===== src/rtl/assert_macros.svh =====
// assertion helpers shared by the rtl
`ifndef ASSERT_MACROS_SVH
`define ASSERT_MACROS_SVH
// property that must hold at every clock edge out of reset
`define ASSERT_ALWAYS(label, clk, rst_n, prop, msg) \
	label: assert property (@(posedge clk) disable iff (!rst_n) (prop)) else $error(msg);
// implication whose consequent is checked in the cycle after the antecedent
`define ASSERT_NEXT(label, clk, rst_n, ante, cons, msg) \
	label: assert property (@(posedge clk) disable iff (!rst_n) (ante) |=> (cons)) \
		else $error(msg);
`endif


===== src/rtl/gn3_pkg.sv =====
`timescale 1ns / 1ps
package gn3_pkg;
	localparam int PERM_N = 256;
	localparam logic [7:0] PERM [PERM_N] = '{
		8'd151,8'd160,8'd137,8'd91,8'd90,8'd15,8'd131,8'd13,8'd201,8'd95,8'd96,8'd53,
		8'd194,8'd233,8'd7,8'd225,8'd140,8'd36,8'd103,8'd30,8'd69,8'd142,8'd8,8'd99,
		8'd37,8'd240,8'd21,8'd10,8'd23,8'd190,8'd6,8'd148,8'd247,8'd120,8'd234,8'd75,
		8'd0,8'd26,8'd197,8'd62,8'd94,8'd252,8'd219,8'd203,8'd117,8'd35,8'd11,8'd32,
		8'd57,8'd177,8'd33,8'd88,8'd237,8'd149,8'd56,8'd87,8'd174,8'd20,8'd125,8'd136,
		8'd171,8'd168,8'd68,8'd175,8'd74,8'd165,8'd71,8'd134,8'd139,8'd48,8'd27,8'd166,
		8'd77,8'd146,8'd158,8'd231,8'd83,8'd111,8'd229,8'd122,8'd60,8'd211,8'd133,8'd230,
		8'd220,8'd105,8'd92,8'd41,8'd55,8'd46,8'd245,8'd40,8'd244,8'd102,8'd143,8'd54,
		8'd65,8'd25,8'd63,8'd161,8'd1,8'd216,8'd80,8'd73,8'd209,8'd76,8'd132,8'd187,
		8'd208,8'd89,8'd18,8'd169,8'd200,8'd196,8'd135,8'd130,8'd116,8'd188,8'd159,8'd86,
		8'd164,8'd100,8'd109,8'd198,8'd173,8'd186,8'd3,8'd64,8'd52,8'd217,8'd226,8'd250,
		8'd124,8'd123,8'd5,8'd202,8'd38,8'd147,8'd118,8'd126,8'd255,8'd82,8'd85,8'd212,
		8'd207,8'd206,8'd59,8'd227,8'd47,8'd16,8'd58,8'd17,8'd182,8'd189,8'd28,8'd42,
		8'd223,8'd183,8'd170,8'd213,8'd119,8'd248,8'd152,8'd2,8'd44,8'd154,8'd163,8'd70,
		8'd221,8'd153,8'd101,8'd155,8'd167,8'd43,8'd172,8'd9,8'd129,8'd22,8'd39,8'd253,
		8'd19,8'd98,8'd108,8'd110,8'd79,8'd113,8'd224,8'd232,8'd178,8'd185,8'd112,8'd104,
		8'd218,8'd246,8'd97,8'd228,8'd251,8'd34,8'd242,8'd193,8'd238,8'd210,8'd144,8'd12,
		8'd191,8'd179,8'd162,8'd241,8'd81,8'd51,8'd145,8'd235,8'd249,8'd14,8'd239,8'd107,
		8'd49,8'd192,8'd214,8'd31,8'd181,8'd199,8'd106,8'd157,8'd184,8'd84,8'd204,8'd176,
		8'd115,8'd121,8'd50,8'd45,8'd127,8'd4,8'd150,8'd254,8'd138,8'd236,8'd205,8'd93,
		8'd222,8'd114,8'd67,8'd29,8'd24,8'd72,8'd243,8'd141,8'd128,8'd195,8'd78,8'd66,
		8'd215,8'd61,8'd156,8'd180};
	localparam logic REG_TILE_ENABLE = 1'b0;
	localparam logic REG_TILE_PERIOD = 1'b1;
	localparam int CFG_W = 9;
endpackage


===== src/rtl/gn3_front.sv =====
`timescale 1ns / 1ps
// front: reduces coordinates to cell and fraction, one per cycle unless the output stalls
module gn3_front import gn3_pkg::*; #(
	parameter int FRAC_BITS = 16
) (
	input  logic clk,
	input  logic arst_n,
	input  logic in_valid,
	output logic in_ready,
	input  logic [31:0] cx,
	input  logic [31:0] cy,
	input  logic [31:0] cz,
	input  logic tile_en,
	input  logic [8:0] period,
	output logic out_valid,
	input  logic out_ready,
	output logic [8*3-1:0] cell0,
	output logic [8*3-1:0] cell1,
	output logic [FRAC_BITS*3-1:0] frac
);
	localparam int IW = 32 - FRAC_BITS;
	// magnitude bits of the integer part, remainder steps per stage
	localparam int AB = IW - 1;
	localparam int STEPS = 3;
	localparam int NST = (AB + STEPS - 1) / STEPS;
	localparam int PB = NST * STEPS;
	logic [8:0] per;
	logic [31:0] c [3];
	logic [7:0] c0 [3];
	logic [7:0] c1 [3];
	// index 0 is the input stage, index k the k-th remainder stage
	logic [NST:0] v_s;
	logic te_s [NST+1];
	logic [8:0] per_s [NST+1];
	logic [7:0] pc_s [NST+1][3];
	logic sg_s [NST+1][3];
	logic [FRAC_BITS-1:0] fr_s [NST+1][3];
	logic [PB-1:0] mag_s [NST+1][3];
	logic [8:0] rem_s [NST+1][3];
	logic adv;
	assign c[0] = cx;
	assign c[1] = cy;
	assign c[2] = cz;
	assign per = (period == 9'd0) ? 9'd1 : (period > 9'd256 ? 9'd256 : period);
	assign adv = !v_s[NST] || out_ready;
	assign in_ready = adv;
	// valid bits of the stages
	always_ff @(posedge clk or negedge arst_n) begin
		if (!arst_n) v_s <= '0;
		else if (adv) v_s <= {v_s[NST-1:0], in_valid};
	end
	// input split, then restoring remainder of the integer magnitude by period
	always_ff @(posedge clk) begin
		if (adv) begin
			te_s[0] <= tile_en;
			per_s[0] <= per;
			for (int i = 0; i < 3; i++) begin
				pc_s[0][i] <= c[i][FRAC_BITS +: 8];
				sg_s[0][i] <= c[i][31];
				fr_s[0][i] <= c[i][FRAC_BITS-1:0];
				// negative integer part is taken as its complement
				mag_s[0][i] <= PB'(c[i][30:FRAC_BITS] ^ {AB{c[i][31]}});
				rem_s[0][i] <= '0;
			end
			for (int k = 0; k < NST; k++) begin
				te_s[k+1] <= te_s[k];
				per_s[k+1] <= per_s[k];
				for (int i = 0; i < 3; i++) begin
					logic [PB-1:0] m;
					logic [9:0] r;
					m = mag_s[k][i];
					r = {1'b0, rem_s[k][i]};
					for (int b = 0; b < STEPS; b++) begin
						r = {r[8:0], m[PB-1]};
						m = m << 1;
						if (r >= {1'b0, per_s[k]}) r = r - {1'b0, per_s[k]};
					end
					pc_s[k+1][i] <= pc_s[k][i];
					sg_s[k+1][i] <= sg_s[k][i];
					fr_s[k+1][i] <= fr_s[k][i];
					mag_s[k+1][i] <= m;
					rem_s[k+1][i] <= r[8:0];
				end
			end
		end
	end
	// cell index: floor mod 256 in plain mode, positive mod period when tiling
	always_comb begin
		for (int i = 0; i < 3; i++) begin
			logic [8:0] r;
			logic [8:0] rn;
			r = rem_s[NST][i];
			// negative integer part: period minus one minus remainder of complement
			if (sg_s[NST][i]) r = per_s[NST] - 9'd1 - r;
			rn = r + 9'd1;
			if (rn == per_s[NST]) rn = 9'd0;
			if (te_s[NST]) begin
				c0[i] = r[7:0];
				c1[i] = rn[7:0];
			end else begin
				c0[i] = pc_s[NST][i];
				c1[i] = pc_s[NST][i] + 8'd1;
			end
		end
	end
	assign out_valid = v_s[NST];
	assign cell0 = {c0[2], c0[1], c0[0]};
	assign cell1 = {c1[2], c1[1], c1[0]};
	assign frac = {fr_s[NST][2], fr_s[NST][1], fr_s[NST][0]};
endmodule


===== config.mk =====
export PLATFORM = sky130hd
export DESIGN_NAME = gn3_front
export DESIGN_NICKNAME = d
export VERILOG_FILES = /design/src/rtl/assert_macros.svh /design/src/rtl/gn3_pkg.sv /design/src/rtl/gn3_front.sv
export SDC_FILE = /design/constraint.sdc
export NUM_CORES = 2
export LEC_CHECK = 0
export BUFFER_PORTS_ARGS = -buffer_cell sky130_fd_sc_hd__buf_2
export CORE_ASPECT_RATIO = 1.5
export CORE_MARGIN = 4
export CORE_UTILIZATION = 52
export DETAILED_ROUTE_END_ITERATION = 7
export GPL_TIMING_DRIVEN = 0
export PLACE_DENSITY = 0.72
export SLEW_MARGIN = 10
export SYNTH_ARGS = -nofsm -noshare
export SYNTH_HDL_FRONTEND = slang
export SYNTH_SLANG_ARGS = --single-unit

===== constraint.sdc =====
create_clock -name clk -period 34.4 [get_ports clk]
set_input_delay 6.88 -clock clk [delete_from_list [all_inputs] [get_ports clk]]
set_output_delay 6.88 -clock clk [all_outputs]
set_load 0.01 [all_outputs]

==> impl_results.md <==
* YS warnings at 0
* Max Fanout on Critical Path at 91
* Hold-critical path depth at 0
* Post-synth top area share at 0.496
* Post-CTS Setup Bufs at 0
* DRT Pass-1 Iters at 5
* Total gr overflow at 0
* CP arrival at roughly 7.9 ns
* Fin crit share at 0.430
* Status: finished clean
* Area leader, netlist: edfxtp_1
* Clk_skew at roughly 0.043 ns
* CP Depth at 4
* Crit Reg-Reg Startpoint: per_s[4][0]
* Die Ht at about 380 microns
* Drt drc at 0
* Largest net degree at the start of global routing at between 100 and 150
* Area of the multi-input gates at 0.0220 sq mm
* WL/cell at 18.3 microns
* Crit path kind: in2out
* 1st-iter DRT viols at 1546
* First-pass GRT wire length at 157000 microns
* Synthesized flop and latch total at roughly 790
* Rel. slew slack at 0.201
* Syn Nets at ~4500
* Max Cap Violations at 0
* Vias in the first global route at approximately 31000
* GP Congestion at 0.910
* Vias at 30700
* Routed Antenna Nets at 0
* Setup crit start kind: input port
* Initial core utilization at 0.524
* Root buf cell: clkbuf_16
* Hold_buf cts at 0
* Seq/Total Area, Yosys at 0.499
* Synth cell types at 91
* Synth Cell Area at 0.0473 sq mm
* Drt total wl at 100000 microns
* Top cells by area, synth: edfxtp_1 (50%), ha_1 (11%), mux2_2 (5.1%), xnor2_1 (3.9%), xor2_1 (3.2%)
* Die W at roughly 250 microns
* Via-per-instance ratio at roughly 5.6
* Commonest non-fill, non-tap cell in the layout: edfxtp_1
* FMAX at between 60 and 70 MHz
* I/O Buffers at slightly above 200
* Area growth syn-to-layout at 10.8%
* Hold crit path type: reg2reg
* CP delay by family, top: buffers and inverters
* Reg2reg end: rem_s[5][24]
* Clock Path Buffers at 3
* Mapped Cells at between 3000 and 4000
* Final Max Tran Viols at 0
* Critical Path, Cell by Cell: buf_2 -> nand2b_1 -> clkbuf_8 -> buf_2
* Most frequent cells in the layout: edfxtp_1 (780), ha_1 (417), inv_1 (258), a21oi_1 (226), nand2_1 (224)
* Crit path buf inv count at 3
* Type of element capturing the critical path: primary output
* H-tree Lvls at 3
* Row cnt at 135
* CTS tree: built
* Die area at about 0.096 sq mm
* Critical path endpoint: in_ready
* Most frequent CP cell: buf_2
* FF/Latch Area at roughly 0.024 sq mm
* CP max stage cell: clkbuf_8
* # resized after CTS at 0
* FF-to-FF setup slack at 25.17 ns
* Mean Syn Cell Area at roughly 12 sq um
* Reg2Reg Depth at 31
* Total GRT Usage at 0.205
* Slowest stage delay, CP at just over 0.6 ns
* Post-synth EDFFs at a little under 800
* Layout filler cell count at 7476
* Core box area at between 0.09 and 0.1 sq mm
* Num CTS Buffers at 75
* Final hold vios at 0
* Initial antenna violation count at 10
* Boundary pin count at 208
* Final setup fails at 0
* Post-synth top flop: edfxtp_1
* DP HPWL at slightly below 80000 microns
* Nets at around 4800
* Least-Margin Pin Slew at about 1.2 ns
* RSZ-0062 raised after global routing: false
* Min Clock Period, post-route at about 15 ns
* Share of cells above drive strength 1 at 0.154
* Clk slew on worst S/H paths at roughly 0.060 ns
* CTS Sinks at between 700 and 800
* Setup_tns at 0 ns
* CP Launch Point: out_ready
* Crit path required time at 27.52 ns
* Worst-Skew Late Latency at approximately 0.64 ns
* Asr flop ratio synth at 0.00763
routing by layer:
layer	track usage	share of wire	up-vias
met1	0.222	0.37	14500
met2	0.380	0.52	704
li1	-	-	15200
met5	0	0.00057	-
met3	0.0296	0.040	284
met4	0.115	0.061	8
worst register-to-register path, delay by kind of cell, from the launching register on:
kind | cells | cell delay, ns
flops | 1 | 0.84
fa+ha+maj | 4 | 1.58
mux | 1 | 0.39
simple gates | 5 | 1.54
buf+inv | 5 | 1.22
compound gates | 16 | 3.37
cell families after synthesis:
| logic type | synth area share |
|---|---|
| XOR/XNOR | 0.0720 |
| AO/OA/AOI/OAI | 0.117 |
| buffers and inverters | 0.0347 |
| AND/OR/NAND/NOR | 0.0901 |
| flip-flops | 0.499 |
| adder cells (fa/ha/maj) | 0.129 |
| multiplexers | 0.0583 |
worst min path at each step:
| stage | start | endpoint | slack [ns] |
|---|---|---|---|
| after floorplan | fr_s[0][0] | fr_s[0][48] | 0.40 |
| after global placement | fr_s[0][12] | fr_s[0][60] | 0.40 |
| after detailed placement | fr_s[0][24] | fr_s[0][72] | 0.40 |
| after CTS | mag_s[2][41] | mag_s[3][44] | 0.39 |
| after global routing | mag_s[2][41] | mag_s[3][44] | 0.40 |
| final | mag_s[2][41] | mag_s[3][44] | 0.39 |
sequential cells by signal (all words and copies together), names as in the netlist:
| register | count |
|---|---|
| fr_s | 288 |
| mag_s | 135 |
| v_s | 6 |
| per_s | 54 |
| sg_s | 18 |
| te_s | 6 |
| pc_s | 144 |
| rem_s | 135 |
through the flow:
stage	util	hold slack [ns]	area (sq um)	worst slack (ns)	cells
after floorplan	-	0.400	47300	10.81	3949
after global placement	0.552	0.400	49700	6.10	5320
after detailed placement	0.554	0.405	49900	19.57	5327
after CTS	0.580	0.390	52300	19.57	5461
after global routing	0.580	0.401	52300	19.51	5462
final	0.580	0.386	52400	19.60	5466
final cells by class:
cell class | count | share of cell area
Buffer | 107 | 0.0129
Sequential cell | 786 | 0.450
Tap cell | 1164 | 0.0278
Antenna cell | 5 | 0.000239
Inverter | 259 | 0.0186
Multi-Input combinational cell | 2797 | 0.421
Clock inverter | 41 | 0.00822
Clock buffer | 93 | 0.0375
Timing Repair Buffer | 214 | 0.0235
cell usage after synthesis, types with 8 or more instances:
| library cell | instances |
|---|---|
| nor3b_1 | 13 |
| clkbuf_1 | 43 |
| nor2_1 | 219 |
| a21oi_1 | 226 |
| or3_1 | 16 |
| inv_1 | 258 |
| buf_4 | 49 |
| nor4_1 | 17 |
| ha_1 | 417 |
| edfxtp_1 | 780 |
| or2_2 | 26 |
| nand2b_1 | 44 |
| fa_1 | 45 |
| nand2_1 | 224 |
| a211oi_1 | 11 |
| o21a_1 | 17 |
| o211ai_1 | 20 |
| o31ai_1 | 25 |
| nand3b_1 | 24 |
| and3_1 | 10 |
| xor2_1 | 170 |
| a31o_2 | 12 |
| nor2b_1 | 72 |
| o22ai_1 | 16 |
| mux2_2 | 216 |
| xnor2_1 | 208 |
| nand3_1 | 37 |
| a21o_1 | 127 |
| nor3_1 | 53 |
| o21ai_0 | 191 |
| and2_1 | 8 |
| o21bai_1 | 59 |
| buf_6 | 10 |
| a31oi_1 | 39 |
| mux2i_1 | 31 |
| a21boi_0 | 15 |
| nand4_1 | 66 |
| o221ai_1 | 9 |
Power is not shown: default switching activity piles up to over one toggle a cycle in this logic, so the estimate is an artifact.
